## src/hw/rtl/quoted_key_value_tokenizer_unit_assert.svh

```systemverilog
// Assertion macros shared by the tokenizer RTL. They expand to nothing
// when SYNTHESIS is defined.
`ifndef QUOTED_KEY_VALUE_TOKENIZER_UNIT_ASSERT_SVH
`define QUOTED_KEY_VALUE_TOKENIZER_UNIT_ASSERT_SVH
`ifndef SYNTHESIS
`define QKVT_ASSERT(lbl, clk_s, rst_s, prop, msg) \
  lbl: assert property (@(posedge clk_s) disable iff (!rst_s) prop) else $error(msg);
`define QKVT_ASSERT_ALWAYS(lbl, clk_s, prop, msg) \
  lbl: assert property (@(posedge clk_s) prop) else $error(msg);
`else
`define QKVT_ASSERT(lbl, clk_s, rst_s, prop, msg)
`define QKVT_ASSERT_ALWAYS(lbl, clk_s, prop, msg)
`endif
`endif

```

## src/hw/rtl/qkvt_pkg.sv

```systemverilog
package qkvt_pkg;

  // One input request: a buffer byte, or the end marker.
  typedef struct packed {
    logic [7:0] data_byte;
    logic       end_of_buffer;
  } qkvt_in_t;

  // One result.
  typedef struct packed {
    logic [7:0] out_byte;
    logic [1:0] out_kind;
    logic       option_done;
    logic [2:0] status;
  } qkvt_out_t;

  // Parser phases, one-hot.
  typedef enum logic [7:0] {
    PH_SKIP   = 8'b0000_0001,
    PH_KEY    = 8'b0000_0010,
    PH_EQ     = 8'b0000_0100,
    PH_PLAIN  = 8'b0000_1000,
    PH_QUOTED = 8'b0001_0000,
    PH_ESC    = 8'b0010_0000,
    PH_CLOSED = 8'b0100_0000,
    PH_HOLD   = 8'b1000_0000
  } qkvt_phase_t;

  localparam logic [1:0] KIND_NONE  = 2'd0;
  localparam logic [1:0] KIND_KEY   = 2'd1;
  localparam logic [1:0] KIND_VALUE = 2'd2;

  localparam logic [2:0] ST_BUSY  = 3'd0;
  localparam logic [2:0] ST_DONE  = 3'd1;
  localparam logic [2:0] ST_END   = 3'd2;
  localparam logic [2:0] ST_NOOPT = 3'd3;
  localparam logic [2:0] ST_ERROR = 3'd4;

  localparam logic [7:0] CH_QUOTE  = 8'h22;
  localparam logic [7:0] CH_BSLASH = 8'h5C;
  localparam logic [7:0] CH_EQUAL  = 8'h3D;
  localparam logic [7:0] CH_UNDER  = 8'h5F;
  localparam logic [7:0] CH_COLON  = 8'h3A;
  localparam logic [7:0] CH_SPACE  = 8'h20;
  localparam logic [7:0] CH_TAB    = 8'h09;
  localparam logic [7:0] CH_CR     = 8'h0D;

  function automatic logic is_ws(input logic [7:0] c);
    return (c == CH_SPACE) || (c >= CH_TAB && c <= CH_CR);
  endfunction

  function automatic logic is_key_char(input logic [7:0] c);
    return (c >= 8'h30 && c <= 8'h39) || (c >= 8'h61 && c <= 8'h7A) ||
           (c >= 8'h41 && c <= 8'h5A) || (c == CH_UNDER) || (c == CH_COLON);
  endfunction

endpackage

```

## src/hw/rtl/qkvt_step.sv

```systemverilog
// Decides one request: next parser phase and the result it produces.
module qkvt_step (
  input  qkvt_pkg::qkvt_phase_t phase,
  input  qkvt_pkg::qkvt_in_t    req,
  output qkvt_pkg::qkvt_phase_t phase_nxt,
  output qkvt_pkg::qkvt_out_t   res
);
  import qkvt_pkg::*;

  logic [7:0] c;
  logic       eob;
  logic       ws;
  logic       key_ch;

  assign c      = req.data_byte;
  assign eob    = req.end_of_buffer;
  assign ws     = is_ws(c);
  assign key_ch = is_key_char(c);

  always_comb begin
    phase_nxt       = phase;
    res.out_byte    = 8'd0;
    res.out_kind    = KIND_NONE;
    res.option_done = 1'b0;
    res.status      = ST_BUSY;
    unique case (phase)
      PH_SKIP: begin
        if (eob) begin
          res.status = ST_END;
        end else if (ws) begin
          phase_nxt = PH_SKIP;
        end else if (key_ch) begin
          res.out_byte = c;
          res.out_kind = KIND_KEY;
          phase_nxt    = PH_KEY;
        end else begin
          res.status = ST_NOOPT;
          phase_nxt  = PH_HOLD;
        end
      end
      PH_KEY: begin
        if (eob) begin
          res.status = ST_NOOPT;
          phase_nxt  = PH_SKIP;
        end else if (key_ch) begin
          res.out_byte = c;
          res.out_kind = KIND_KEY;
        end else if (c == CH_EQUAL) begin
          phase_nxt = PH_EQ;
        end else begin
          res.status = ST_NOOPT;
          phase_nxt  = PH_HOLD;
        end
      end
      PH_EQ: begin
        if (eob) begin
          res.status = ST_ERROR;
          phase_nxt  = PH_SKIP;
        end else if (ws) begin
          res.status = ST_ERROR;
          phase_nxt  = PH_HOLD;
        end else if (c == CH_QUOTE) begin
          phase_nxt = PH_QUOTED;
        end else begin
          res.out_byte = c;
          res.out_kind = KIND_VALUE;
          phase_nxt    = PH_PLAIN;
        end
      end
      PH_PLAIN: begin
        if (eob || ws) begin
          res.option_done = 1'b1;
          res.status      = ST_DONE;
          phase_nxt       = PH_SKIP;
        end else begin
          res.out_byte = c;
          res.out_kind = KIND_VALUE;
        end
      end
      PH_QUOTED: begin
        if (eob) begin
          res.status = ST_ERROR;
          phase_nxt  = PH_SKIP;
        end else if (c == CH_QUOTE) begin
          phase_nxt = PH_CLOSED;
        end else if (c == CH_BSLASH) begin
          phase_nxt = PH_ESC;
        end else begin
          res.out_byte = c;
          res.out_kind = KIND_VALUE;
        end
      end
      PH_ESC: begin
        if (eob) begin
          res.status = ST_ERROR;
          phase_nxt  = PH_SKIP;
        end else begin
          res.out_byte = c;
          res.out_kind = KIND_VALUE;
          phase_nxt    = PH_QUOTED;
        end
      end
      PH_CLOSED: begin
        if (eob || ws) begin
          res.option_done = 1'b1;
          res.status      = ST_DONE;
          phase_nxt       = PH_SKIP;
        end else begin
          res.status = ST_ERROR;
          phase_nxt  = PH_HOLD;
        end
      end
      default: begin
        // Hold: wait for the end marker, then start over.
        if (eob) begin
          res.status = ST_END;
          phase_nxt  = PH_SKIP;
        end
      end
    endcase
  end

endmodule

```

## src/hw/rtl/quoted_key_value_tokenizer_unit.sv

```systemverilog
// Streaming name=value option tokenizer. Each request carries one buffer byte
// or the end marker that stands for the terminating NUL, and every request
// yields exactly one result: the key or unescaped value byte it emits, its
// kind, an option-complete pulse and a status. The block sustains one request
// per clock cycle while out_ready is high. A request is held in the input
// register, and its result is loaded into the output register once that is
// free, raising out_valid; it stays there until out_ready takes it. When a
// result waits in the output register, the input register still holds one
// more request; in_ready drops only while both registers are full and
// out_ready is low. The rate is set by the parser phase register, which is
// read and rewritten in the same cycle for every request that moves from the
// input register to the output register.
`include "quoted_key_value_tokenizer_unit_assert.svh"
module quoted_key_value_tokenizer_unit (
  input  logic               clk,
  input  logic               rst_n,
  input  logic               in_valid,
  output logic               in_ready,
  input  qkvt_pkg::qkvt_in_t  in_data,
  output logic               out_valid,
  input  logic               out_ready,
  output qkvt_pkg::qkvt_out_t out_data
);
  import qkvt_pkg::*;

  // Input register stage.
  logic        s1_valid_r;
  qkvt_in_t    s1_data_r;

  // Output register stage.
  logic        out_valid_r;
  qkvt_out_t   out_data_r;

  // Parser phase, advanced once per request that reaches the output stage.
  qkvt_phase_t phase_r;
  qkvt_phase_t phase_nxt;
  qkvt_out_t   res;

  logic        out_free;
  logic        advance;

  // The output register can take a new result when it is empty or its
  // current result is being taken this cycle.
  assign out_free = !out_valid_r || out_ready;
  assign advance  = s1_valid_r && out_free;
  // The input register takes a new request while its current one moves on,
  // so requests flow back to back as long as the output register can take a result.
  assign in_ready = !s1_valid_r || advance;

  qkvt_step u_step (
    .phase     (phase_r),
    .req       (s1_data_r),
    .phase_nxt (phase_nxt),
    .res       (res)
  );

  always_ff @(posedge clk) begin
    if (!rst_n) begin
      s1_valid_r  <= 1'b0;
      out_valid_r <= 1'b0;
      phase_r     <= PH_SKIP;
    end else begin
      if (in_ready) begin
        s1_valid_r <= in_valid;
      end
      if (out_free) begin
        out_valid_r <= s1_valid_r;
      end
      if (advance) begin
        phase_r <= phase_nxt;
      end
    end
  end

  // Payload registers carry no reset.
  always_ff @(posedge clk) begin
    if (in_ready && in_valid) begin
      s1_data_r <= in_data;
    end
    if (advance) begin
      out_data_r <= res;
    end
  end

  assign out_valid = out_valid_r;
  assign out_data  = out_data_r;

  `QKVT_ASSERT_ALWAYS(a_reset_phase, clk,
    !rst_n |=> phase_r == PH_SKIP, "phase not reset")
  `QKVT_ASSERT(a_end_restarts, clk, rst_n,
    advance && s1_data_r.end_of_buffer |=> phase_r == PH_SKIP,
    "end item did not restart")
  `QKVT_ASSERT(a_done_status, clk, rst_n,
    out_valid_r |-> (out_data_r.option_done == (out_data_r.status == ST_DONE)),
    "done pulse and status disagree")
  `QKVT_ASSERT(a_none_zero, clk, rst_n,
    out_valid_r && out_data_r.out_kind == KIND_NONE |-> out_data_r.out_byte == 8'd0,
    "byte set with nothing emitted")
  `QKVT_ASSERT(a_emit_busy, clk, rst_n,
    out_valid_r && out_data_r.out_kind != KIND_NONE |-> out_data_r.status == ST_BUSY,
    "emitted byte with final status")

endmodule
```

## config.mk

```make
export PLATFORM = sky130hd
export DESIGN_NAME = quoted_key_value_tokenizer_unit
export DESIGN_NICKNAME = d
export VERILOG_FILES = /design/src/hw/rtl/qkvt_pkg.sv /design/src/hw/rtl/qkvt_step.sv /design/src/hw/rtl/quoted_key_value_tokenizer_unit.sv
export VERILOG_INCLUDE_DIRS = /design/src /design/src/hw/rtl
export SDC_FILE = /design/constraint.sdc
export NUM_CORES = 1
export LEC_CHECK = 0
export BUFFER_PORTS_ARGS = -buffer_cell sky130_fd_sc_hd__clkbuf_2
export CORE_MARGIN = 4
export CORE_UTILIZATION = 30
export CTS_CLUSTER_DIAMETER = 50
export DETAILED_ROUTE_END_ITERATION = 7
export PLACE_DENSITY = 0.47
export SYNTH_ARGS = -nofsm -noshare
export SYNTH_HDL_FRONTEND = slang
export SYNTH_SLANG_ARGS = --single-unit
```

## constraint.sdc

```tcl
create_clock -name clk -period 3.3 [get_ports clk]
set_clock_uncertainty 0.1 [all_clocks]
set_input_delay 0.66 -clock clk [delete_from_list [all_inputs] [get_ports clk]]
set_output_delay 0.66 -clock clk [all_outputs]
set_load 0.05 [all_outputs]
```

### After elaboration in Yosys (flattened, before gate mapping)

Index checks and enable logic that the tools add are counted.

| storage, ports and cells | value |
|---|---|
| register bits after elaboration | 33 |
| input bits | 13 |

| operators by class | value |
|---|---|
| $lt $le $gt $ge | 8 |
| equal/unequal tests | 17 |
| muxes and demuxes | 45 |
| reduce and logical (&&, ||, !) cells | 19 |

Operators with widths:

| operator | count |
|---|---|
| $mux 10 | 12 |
| $mux 8 | 14 |
| $pmux 10 s6 | 1 |
| $pmux 8 s7 | 1 |
| $eq 8x6->1 const B | 5 |
| $eq 8x7->1 const B | 3 |
| $mux 3 | 8 |
| $pmux 3 s6 | 1 |
| $ge 8x7->1 const B | 2 |
| $le 8x7->1 const B | 2 |
| $mux 5 | 2 |
| $eq 8x1->1 const B | 1 |
| $eq 8x2->1 const B | 1 |
| $eq 8x3->1 const B | 1 |
| $eq 8x4->1 const B | 1 |
| $eq 8x5->1 const B | 1 |
| $ge 8x4->1 const B | 1 |
| $ge 8x6->1 const B | 1 |
| $le 8x4->1 const B | 1 |
| $le 8x6->1 const B | 1 |
| $logic_or 1x1->1 | 8 |
| $reduce_bool 8->1 | 1 |
| $logic_and 1x1->1 | 6 |
| $mux 2 | 3 |
| 10 further kinds | 11 |

### Longest topological paths before layout

Gate-level depths: netlist of the first run.

| depth | value |
|---|---|
| word-level depth | 10 |
| gate-level depth with buffers | 8 |
| mapped depth without buffers | 6 |

### Modules after synthesis

A second synthesis of the first run with hierarchy kept.

| unflattened totals | value |
|---|---|
| cells, all modules | 208 |
| area, all modules | 2,089.5 µm² |

Modules (own cells, without submodules):

| module | instances | cells each | area an instance (µm²) | seq. area each (µm²) |
|---|---|---|---|---|
| quoted_key_value_tokenizer_unit | 1 | 67 | 1,111.1 | 890.9 |
| qkvt_step | 1 | 141 | 978.4 | 0.0 |

### Worst setup path after synthesis of the first run

No wires, ideal clock.

| timing path | value |
|---|---|
| path type | input -> register |
| from | in out_ready |
| to | reg phase_r[0] |
| arrival | 2.528 ns |
| path slack | 0.551 ns |
| cell stages on the path | 5 |
| cells stage by stage | nor2b_1 -> nor2b_1 -> o21ai_0 -> nor3_4 -> mux2_4 |

| on the way | value |
|---|---|
| word-level cells in the longest chain between the ends | 3 |

Ends and longest elaborated chain:

| element | line | RTL |
|---|---|---|
| start: declaration | quoted_key_value_tokenizer_unit.sv:21 | `input logic out_ready,` |
| $logic_or 1x1->1 | quoted_key_value_tokenizer_unit.sv:44 | `assign out_free = !out_valid_r \|\| out_ready;` |
| $logic_and 1x1->1 | quoted_key_value_tokenizer_unit.sv:45 | `assign advance = s1_valid_r && out_free;` |
| via advance | quoted_key_value_tokenizer_unit.sv:40 | `logic advance;` |
| $reduce_and 6->1 (no line) | -- |  |
| end signal: assignment | quoted_key_value_tokenizer_unit.sv:70 | `phase_r <= phase_nxt;` |
| end: declaration | quoted_key_value_tokenizer_unit.sv:35 | `qkvt_phase_t phase_r;` |

The timed path passes the listed nets, and every way through them passes these cells.
A chain may end at the register's enable or synchronous reset.

==> flow_summary.html, run 1 <==
<table>
<tr><th>Metric</th><th>Value</th></tr>
<tr><th colspan="2">Power and ir drop</th></tr>
<tr><td>Switching share of total power</td><td>26.0%</td></tr>
<tr><td>Cell internal pwr</td><td>0.744 mW</td></tr>
<tr><td>Flop pwr share</td><td>48.3%</td></tr>
<tr><td>Clock power share</td><td>37.1%</td></tr>
<tr><td>Sw Pwr</td><td>0.261 mW</td></tr>
<tr><td>Pleak</td><td>0.843 nW</td></tr>
<tr><td>Combinational Power Share</td><td>14.6%</td></tr>
<tr><td>Areal power density over the cells</td><td>441 mW/mm^2</td></tr>
<tr><td>Peak supply drop</td><td>171 uV</td></tr>
<tr><th colspan="2">Setup path</th></tr>
<tr><td>Worst EP required</td><td>3.25 ns</td></tr>
<tr><td>Crit path max-delay family</td><td>simple AND/OR/NAND/NOR gates</td></tr>
<tr><td>Buf/Inv on CP</td><td>0</td></tr>
<tr><td>Worst-path fanout max</td><td>7</td></tr>
<tr><td>Kind of end point of the critical path</td><td>register</td></tr>
<tr><td>Flop-to-flop setup slack</td><td>0.77 ns</td></tr>
<tr><td>Slowest cell on the critical path</td><td>sky130_fd_sc_hd__or4b_4</td></tr>
<tr><td>CP cell instances</td><td>nor3_2 &gt; or4b_4 &gt; nand4b_1 &gt; a221oi_4 &gt; or3_1 &gt; o21a_1</td></tr>
<tr><td>Data arrival time of the worst path</td><td>2.47 ns</td></tr>
<tr><td>Path type of the worst setup path</td><td>register to register</td></tr>
<tr><td>Critical Path Source Type</td><td>register</td></tr>
<tr><td>Biggest cell delay along the critical path</td><td>0.53 ns</td></tr>
<tr><th colspan="2">Synthesis</th></tr>
<tr><td>Average cell area after synthesis</td><td>10.3 um^2</td></tr>
<tr><td>Post-synth cell types</td><td>53</td></tr>
<tr><td>Leading cell type by number of instances after synthesis</td><td>sky130_fd_sc_hd__edfxtp_1</td></tr>
<tr><td>Proportion of synthesized chip area in sequential cells</td><td>45.3%</td></tr>
<tr><td>Synthesized net count</td><td>204</td></tr>
<tr><td>Post-synthesis instance area</td><td>0.00197 mm^2</td></tr>
<tr><td>Number of synthesized flops with an enable pin</td><td>23</td></tr>
<tr><td>Total number of yosys warnings</td><td>0</td></tr>
<tr><td>Cell taking the most area after synthesis</td><td>sky130_fd_sc_hd__edfxtp_1</td></tr>
<tr><td>Number of flip-flops and latches in the synthesized netlist</td><td>33</td></tr>
<tr><td>Yosys top cell area share</td><td>35.1%</td></tr>
<tr><td>Share of flip-flops with an asynchronous set or reset</td><td>0%</td></tr>
<tr><td>Top cells by instance count after synthesis</td><td>sky130_fd_sc_hd__edfxtp_1, sky130_fd_sc_hd__nand2_1, sky130_fd_sc_hd__nand3_1, sky130_fd_sc_hd__nor2_1</td></tr>
<tr><td>Post-synthesis instance total</td><td>191</td></tr>
<tr><td>Prevailing post-synth register cell</td><td>sky130_fd_sc_hd__edfxtp_1</td></tr>
<tr><td>Leading post-synthesis cells by cell area</td><td>sky130_fd_sc_hd__edfxtp_1, sky130_fd_sc_hd__dfxtp_1, sky130_fd_sc_hd__nand2_1, sky130_fd_sc_hd__mux2i_1, sky130_fd_sc_hd__nor2b_1</td></tr>
<tr><th colspan="2">Placed design</th></tr>
<tr><td>Worst-case setup slack after placement</td><td>0.774 ns</td></tr>
<tr><td>Port buffer count</td><td>28</td></tr>
<tr><td>Post-detailed-placement half-perimeter wirelength</td><td>3.38 mm</td></tr>
<tr><td>Placer congestion estimate</td><td>0.800</td></tr>
<tr><th colspan="2">Timing</th></tr>
<tr><td>Upper clock frequency limit</td><td>396 MHz</td></tr>
<tr><td>Setup tns final</td><td>0 ns</td></tr>
<tr><td>Minimum period implied by the final worst setup slack</td><td>2.53 ns</td></tr>
<tr><td>Final setup violation count</td><td>0</td></tr>
<tr><td>Max Transition Viols Final</td><td>0</td></tr>
<tr><td>Headroom to the max-slew limit</td><td>61.4%</td></tr>
<tr><td>Final setup slack of the worst path</td><td>0.774 ns</td></tr>
<tr><td>Tightest Pin Transition</td><td>0.574 ns</td></tr>
<tr><td>Final number of hold-violating endpoints</td><td>0</td></tr>
<tr><td>Final Cycle Share</td><td>76.6%</td></tr>
<tr><td>RSZ-0062 raised after global routing</td><td>no</td></tr>
<tr><th colspan="2">Floorplanning</th></tr>
<tr><td>Standard-cell row count</td><td>29</td></tr>
<tr><td>DIE WIDTH</td><td>88.9 um</td></tr>
<tr><td>I/O pins</td><td>29</td></tr>
<tr><td>Chip height</td><td>88.9 um</td></tr>
<tr><td>Area of the die</td><td>0.00791 mm^2</td></tr>
<tr><td>Area of the placeable core</td><td>0.00635 mm^2</td></tr>
<tr><td>Starting utilization of the core area</td><td>31.0%</td></tr>
<tr><th colspan="2">Routing</th></tr>
<tr><td>Post-DRT Antenna Nets</td><td>0</td></tr>
<tr><td>Count of TritonRoute iterations in the first routing pass</td><td>4</td></tr>
<tr><td>DR WL/cell</td><td>15.1 um</td></tr>
<tr><td>Number of vias after detailed routing</td><td>1,582</td></tr>
<tr><td>Detailed Route Iter0 Violations</td><td>126</td></tr>
<tr><td>Vias per cell</td><td>5.33</td></tr>
<tr><td>Residual DRC count</td><td>0</td></tr>
<tr><td>Sum of routed wire length over all layers</td><td>4.48 mm</td></tr>
<tr><th colspan="2">Global route</th></tr>
<tr><td>Total grt overflow</td><td>0</td></tr>
<tr><td>Largest net degree at the start of global routing</td><td>19</td></tr>
<tr><td>Number of global-route vias before repair</td><td>1,581</td></tr>
<tr><td>Number of antenna violations at the first check in global routing</td><td>0</td></tr>
<tr><td>Aggregate global-route resource usage</td><td>12.6%</td></tr>
<tr><td>First-pass GRT wire length</td><td>7.72 mm</td></tr>
<tr><th colspan="2">CTS</th></tr>
<tr><td>Buffer depth of the longest clock path</td><td>2</td></tr>
<tr><td>Root buffer cell</td><td>sky130_fd_sc_hd__clkbuf_8</td></tr>
<tr><td>CTS H-tree lvls</td><td>2</td></tr>
<tr><td>Clock Sinks</td><td>33</td></tr>
<tr><td>Post-CTS Setup Bufs</td><td>0</td></tr>
<tr><td>Clock tree from TritonCTS</td><td>yes</td></tr>
<tr><td>Count of hold buffers inserted by post-cts repair</td><td>0</td></tr>
<tr><td>Clock-pin slew on the worst setup and hold paths</td><td>0.08 ns</td></tr>
<tr><td>Clock Latency Late Sink</td><td>0.28 ns</td></tr>
<tr><td>Gates resized, CTS repair</td><td>0</td></tr>
<tr><td>Number of buffers added by the clock tree synthesis step</td><td>5</td></tr>
<tr><th colspan="2">Cells and area</th></tr>
<tr><td>Core Util, Final</td><td>35.9%</td></tr>
<tr><td>NumNets Final</td><td>232</td></tr>
<tr><td>Share of layout cells above drive strength 1</td><td>23.6%</td></tr>
<tr><td>Number of diodes</td><td>0</td></tr>
<tr><td>Synthesis-to-layout area growth</td><td>15.9%</td></tr>
<tr><th colspan="2">Worst hold path</th></tr>
<tr><td>Class of the worst hold path</td><td>register to register</td></tr>
<tr><th colspan="2">Flow run</th></tr>
<tr><td>Maximum capacitance violations</td><td>0</td></tr>
<tr><th colspan="2">Run status</th></tr>
<tr><td>Run status</td><td>completed</td></tr>
</table>
## per-layer routing
metal  GRT usage, %  up-vias  part of all wire (%)
li1               -      775                     -
met1           16.5      746                    47
met2           19.7       52                    46
met3           3.69        9                   5.4
met4           4.74        0                   1.4
met5              0        -                     0
## final timing paths
kind / start / endpoint / cells after the start
worst max-delay path: s1_data_r[5] / out_data[13] / 6
worst min-delay path: s1_valid_r / out_valid / 1
worst max register to register: s1_data_r[5] / out_data[13] / 6
worst min register to register: s1_valid_r / out_valid / 1
## registers in the layout (all words and copies together), names as in the netlist
name	count
s1_valid_r	1
s1_data_r	9
out_valid	1
out_data	14
phase_r	8
## cells by family after synthesis
| kind of cell | share of synthesized area [%] |
|---|---|
| compound gates | 12.7 |
| flops | 45.3 |
| buf+inv | 2.74 |
| simple gates | 32.1 |
| xor+xnor | 2.23 |
| mux | 4.90 |
## final cells by class
class	instances	area, um^2
fillers	650	4070
multi-input cells	147	1020
flip-flops and latches	33	891
repair buffers	30	155
well taps	77	96.3
clock buffers	6	72.6
clock inverters	2	35.0
inverters	2	7.51
## worst reg2reg max path, cell delays in order (launching register included)
cell and delay [ns]:
sky130_fd_sc_hd__edfxtp_1 0.50, sky130_fd_sc_hd__nor3_2 0.27, sky130_fd_sc_hd__or4b_4 0.54, sky130_fd_sc_hd__nand4b_1 0.18
sky130_fd_sc_hd__a221oi_4 0.10, sky130_fd_sc_hd__or3_1 0.43, sky130_fd_sc_hd__o21a_1 0.18
## per-stage QoR
step           hold WS [ns]  std cells  total power [mW]  cell area (um^2)
6_report              0.420        297              1.01              2280
5_1_grt               0.430        297              1.06              2280
4_1_cts               0.419        297              1.02              2280
3_5_place_dp          0.401        289             0.642              2170
3_3_place_gp          0.403        289             0.644              2170
2_1_floorplan         0.377        191             0.606              1970
## cells in the final DEF (no fill, tap or decap), drive strengths merged, types with 3 or more instances in the layout
| cell | count |
|---|---|
| nand4b | 4 |
| nand2b | 5 |
| nor4b | 3 |
| a21oi | 6 |
| o21a | 3 |
| a21boi | 3 |
| nor4 | 5 |
| o21ai | 10 |
| xor2 | 4 |
| nor3 | 8 |
| and2 | 3 |
| nor2b | 10 |
| nand2 | 21 |
| nand3 | 12 |
| mux2i | 7 |
| o2111ai | 3 |
| nand4 | 3 |
| dfxtp | 10 |
| nor2 | 11 |
| edfxtp | 23 |
| clkbuf | 34 |
## power groups by stage
| stage | clock (mW) | sequential (mW) | combinational (mW) |
|---|---|---|---|
| final | 0.373 | 0.485 | 0.147 |
| after global routing | 0.406 | 0.488 | 0.162 |
| after CTS | 0.389 | 0.485 | 0.148 |
| after detailed placement | 0 | 0.494 | 0.148 |
| after global placement | 0 | 0.494 | 0.150 |
| after floorplan | 0 | 0.513 | 0.0930 |
Note: power is estimated with default switching activity, not from simulation.
==> run 2, diff against run 1 <==
==> constraint.sdc (replaced) <==
create_clock -name clk -period 2.57 [get_ports clk]
set_clock_uncertainty 0.1 [all_clocks]
set_input_delay 0.514 -clock clk [delete_from_list [all_inputs] [get_ports clk]]
set_output_delay 0.514 -clock clk [all_outputs]
set_load 0.05 [all_outputs]
==> run 2 against run 1 <==
First-iteration DRC count fell by 17%. Sequential power increased by 27%. Clock-buffer cell count unchanged. Utilization is 1.7 points higher. Die area unchanged. Global-route usage rose by 0.22 points. Register-to-register slack got worse by 0.58 ns. Routed wire length up 5.8%. Non-clock buffer count increased by 14. Total power grew 28%. Critical path depth did not move. Fmax grew 6.1%. Largest power group unchanged. Highest routed layer unchanged.
==> flow_summary.html, run 2 (synthesis results as in run 1) <==
<table>
<tr><th>Metric</th><th>Value</th></tr>
<tr><th colspan="2">Timing</th></tr>
<tr><td>Final setup slack of the worst path</td><td>0.189 ns (was 0.774 ns)</td></tr>
<tr><td>Max Transition Viols Final</td><td>0 (unchanged)</td></tr>
<tr><td>Minimum period implied by the final worst setup slack</td><td>2.38 ns (was 2.53 ns)</td></tr>
<tr><td>Headroom to the max-slew limit</td><td>66.0% (was 61.4%)</td></tr>
<tr><td>Final number of hold-violating endpoints</td><td>0 (unchanged)</td></tr>
<tr><td>Upper clock frequency limit</td><td>420 MHz (was 396 MHz)</td></tr>
<tr><td>Final Cycle Share</td><td>92.6% (was 76.6%)</td></tr>
<tr><td>Final setup violation count</td><td>0 (unchanged)</td></tr>
<tr><td>RSZ-0062 raised after global routing</td><td>no (unchanged)</td></tr>
<tr><td>Tightest Pin Transition</td><td>0.509 ns (was 0.574 ns)</td></tr>
<tr><td>Setup tns final</td><td>0 ns (unchanged)</td></tr>
<tr><th colspan="2">Global route</th></tr>
<tr><td>Aggregate global-route resource usage</td><td>12.8% (was 12.6%)</td></tr>
<tr><td>First-pass GRT wire length</td><td>7.65 mm (was 7.72 mm)</td></tr>
<tr><td>Number of antenna violations at the first check in global routing</td><td>0 (unchanged)</td></tr>
<tr><td>Largest net degree at the start of global routing</td><td>19 (unchanged)</td></tr>
<tr><td>Total grt overflow</td><td>0 (unchanged)</td></tr>
<tr><td>Number of global-route vias before repair</td><td>1,458 (was 1,581)</td></tr>
<tr><th colspan="2">Cells and area</th></tr>
<tr><td>Most common library cell in the layout ignoring fill and taps</td><td>sky130_fd_sc_hd__clkbuf_2 (unchanged)</td></tr>
<tr><td>NumNets Final</td><td>246 (was 232)</td></tr>
<tr><td>Share of layout cells above drive strength 1</td><td>29.1% (was 23.6%)</td></tr>
<tr><td>Fillcell total</td><td>626 (was 650)</td></tr>
<tr><td>Max reg flops</td><td>14 (unchanged)</td></tr>
<tr><td>Synthesis-to-layout area growth</td><td>21.5% (was 15.9%)</td></tr>
<tr><td>Final design area excluding fillers</td><td>0.00239 mm^2 (was 0.00228 mm^2)</td></tr>
<tr><td>Commonest cells after routing, fill and taps aside</td><td>sky130_fd_sc_hd__clkbuf_2, sky130_fd_sc_hd__edfxtp_1, sky130_fd_sc_hd__nand2_1, sky130_fd_sc_hd__buf_4, sky130_fd_sc_hd__nand3_1 (was sky130_fd_sc_hd__clkbuf_2, sky130_fd_sc_hd__edfxtp_1, sky130_fd_sc_hd__nand2_1, sky130_fd_sc_hd__nand3_1, sky130_fd_sc_hd__nor2_1)</td></tr>
<tr><td>Number of diodes</td><td>0 (unchanged)</td></tr>
<tr><th colspan="2">Worst hold path</th></tr>
<tr><td>Hold Crit Depth</td><td>1 (unchanged)</td></tr>
<tr><td>Class of the worst hold path</td><td>input pin to register (was register to register)</td></tr>
<tr><th colspan="2">Setup path</th></tr>
<tr><td>Data arrival time of the worst path</td><td>2.33 ns (was 2.47 ns)</td></tr>
<tr><td>Worst-path fanout max</td><td>5 (was 7)</td></tr>
<tr><td>Path type of the worst setup path</td><td>register to register (unchanged)</td></tr>
<tr><td>Reg-to-reg endpoint</td><td>out_data[13] (unchanged)</td></tr>
<tr><td>Crit path launch</td><td>s1_data_r[5] (unchanged)</td></tr>
<tr><td>Slowest cell on the critical path</td><td>sky130_fd_sc_hd__or4b_4 (unchanged)</td></tr>
<tr><td>Critical Path Source Type</td><td>register (unchanged)</td></tr>
<tr><td>Worst-case reg-to-reg path depth</td><td>6 (unchanged)</td></tr>
<tr><td>Biggest cell delay along the critical path</td><td>0.54 ns (was 0.53 ns)</td></tr>
<tr><td>Worst EP required</td><td>2.52 ns (was 3.25 ns)</td></tr>
<tr><td>CP cell instances</td><td>nor3_2 &gt; or4b_4 &gt; nand4b_1 &gt; a221oi_4 &gt; or3_1 &gt; o21a_1 (unchanged)</td></tr>
<tr><td>Endpoint of the worst setup timing path</td><td>out_data[13] (unchanged)</td></tr>
<tr><td>Flop-to-flop setup slack</td><td>0.19 ns (was 0.77 ns)</td></tr>
<tr><td>Kind of end point of the critical path</td><td>register (unchanged)</td></tr>
<tr><td>Critical R2R Launch</td><td>s1_data_r[5] (unchanged)</td></tr>
<tr><th colspan="2">Floorplanning</th></tr>
<tr><td>Standard-cell row count</td><td>29 (unchanged)</td></tr>
<tr><td>DIE WIDTH</td><td>88.9 um (unchanged)</td></tr>
<tr><td>Chip height</td><td>88.9 um (unchanged)</td></tr>
<tr><td>Starting utilization of the core area</td><td>31.0% (unchanged)</td></tr>
<tr><td>I/O pins</td><td>29 (unchanged)</td></tr>
<tr><td>Area of the die</td><td>0.00791 mm^2 (unchanged)</td></tr>
<tr><td>Area of the placeable core</td><td>0.00635 mm^2 (unchanged)</td></tr>
<tr><th colspan="2">Placed design</th></tr>
<tr><td>Worst-case setup slack after placement</td><td>0.202 ns (was 0.774 ns)</td></tr>
<tr><td>Port buffer count</td><td>28 (unchanged)</td></tr>
<tr><td>Placer congestion estimate</td><td>0.792 (was 0.800)</td></tr>
<tr><td>Post-detailed-placement half-perimeter wirelength</td><td>3.60 mm (was 3.38 mm)</td></tr>
<tr><td>Area after DPL</td><td>0.00228 mm^2 (was 0.00217 mm^2)</td></tr>
<tr><th colspan="2">Routing</th></tr>
<tr><td>Vias per cell</td><td>5.14 (was 5.33)</td></tr>
<tr><td>Sum of routed wire length over all layers</td><td>4.74 mm (was 4.48 mm)</td></tr>
<tr><td>Residual DRC count</td><td>0 (unchanged)</td></tr>
<tr><td>DR WL/cell</td><td>15.2 um (was 15.1 um)</td></tr>
<tr><td>Detailed Route Iter0 Violations</td><td>104 (was 126)</td></tr>
<tr><td>Count of TritonRoute iterations in the first routing pass</td><td>4 (unchanged)</td></tr>
<tr><td>Number of vias after detailed routing</td><td>1,597 (was 1,582)</td></tr>
<tr><td>Post-DRT Antenna Nets</td><td>0 (unchanged)</td></tr>
<tr><th colspan="2">Run status</th></tr>
<tr><td>Run status</td><td>completed (unchanged)</td></tr>
<tr><th colspan="2">CTS</th></tr>
<tr><td>Number of buffers added by the clock tree synthesis step</td><td>5 (unchanged)</td></tr>
<tr><td>Clock-pin slew on the worst setup and hold paths</td><td>0.08 ns (about the same)</td></tr>
<tr><td>Clock Sinks</td><td>33 (unchanged)</td></tr>
<tr><td>Post-CTS Setup Bufs</td><td>0 (unchanged)</td></tr>
<tr><td>Clock tree from TritonCTS</td><td>yes (unchanged)</td></tr>
<tr><td>Clock Latency Late Sink</td><td>0.29 ns (was 0.28 ns)</td></tr>
<tr><td>Buffer depth of the longest clock path</td><td>2 (unchanged)</td></tr>
<tr><td>Root buffer cell</td><td>sky130_fd_sc_hd__clkbuf_8 (unchanged)</td></tr>
<tr><td>Gates resized, CTS repair</td><td>0 (unchanged)</td></tr>
<tr><td>Count of hold buffers inserted by post-cts repair</td><td>0 (unchanged)</td></tr>
<tr><td>CTS H-tree lvls</td><td>2 (unchanged)</td></tr>
<tr><th colspan="2">Power and ir drop</th></tr>
<tr><td>Total power of the final layout</td><td>1.29 mW (was 1.01 mW)</td></tr>
<tr><td>Pleak</td><td>0.908 nW (was 0.843 nW)</td></tr>
<tr><td>Areal power density over the cells</td><td>541 mW/mm^2 (was 441 mW/mm^2)</td></tr>
<tr><td>Peak supply drop</td><td>215 uV (was 171 uV)</td></tr>
<tr><th colspan="2">Flow run</th></tr>
<tr><td>Maximum capacitance violations</td><td>0 (unchanged)</td></tr>
</table>
## run 2: how the worst min path moves through the flow
stage	start	end	slack, ns
floorplan	s1_valid_r	out_valid	0.38
global placement	s1_valid_r	out_valid	0.41
detailed placement	s1_valid_r	out_valid	0.42
CTS	in_data[3]	s1_data_r[3]	0.29
global route	in_data[0]	s1_data_r[0]	0.29
finish	in_data[3]	s1_data_r[3]	0.29
## run 2: area by class of cell
class / instances / area [um^2] / share of cell area, %
multi-input cells: 147 / 1020 / 42.8
flip-flops and latches: 33 / 891 / 37.3
clock buffers: 6 / 93.8 / 3.93
well taps: 77 / 96.3 / 4.03
inverters: 2 / 7.51 / 0.314
clock inverters: 2 / 16.3 / 0.681
repair buffers: 44 / 260 / 10.9
## run 2: critical path, delay by kind of cell (launching register included)
kind	cells	cell delay, ns
AND/OR/NAND/NOR	4	1.36
flip-flops	1	0.40
AO/OA/AOI/OAI	2	0.27
## run 2: power breakdown
group          internal (mW)  leakage (nW)  switching (mW)  total [mW]
combinational         0.0849         0.550           0.126       0.211
sequential             0.594         0.306          0.0215       0.616
clock                  0.251        0.0525           0.213       0.465
total                  0.930         0.908           0.361        1.29
## run 2: routing by layer
metal  GRT usage, %  vias up  part of all wire, %
met5              0        -                    0
met1           18.2      752                   50
li1               -      810                    -
met3           3.41        6                  3.9
met2           19.2       29                   45
met4           3.65        0                  1.1
## run 2: metrics by stage
stage	utilization, %	hold WS, ns	std cells
5_1_grt	37.6	0.286	311
4_1_cts	37.6	0.288	311
3_3_place_gp	35.9	0.408	303
2_1_floorplan	-	0.376	191
6_report	37.6	0.293	311
3_5_place_dp	35.9	0.418	303
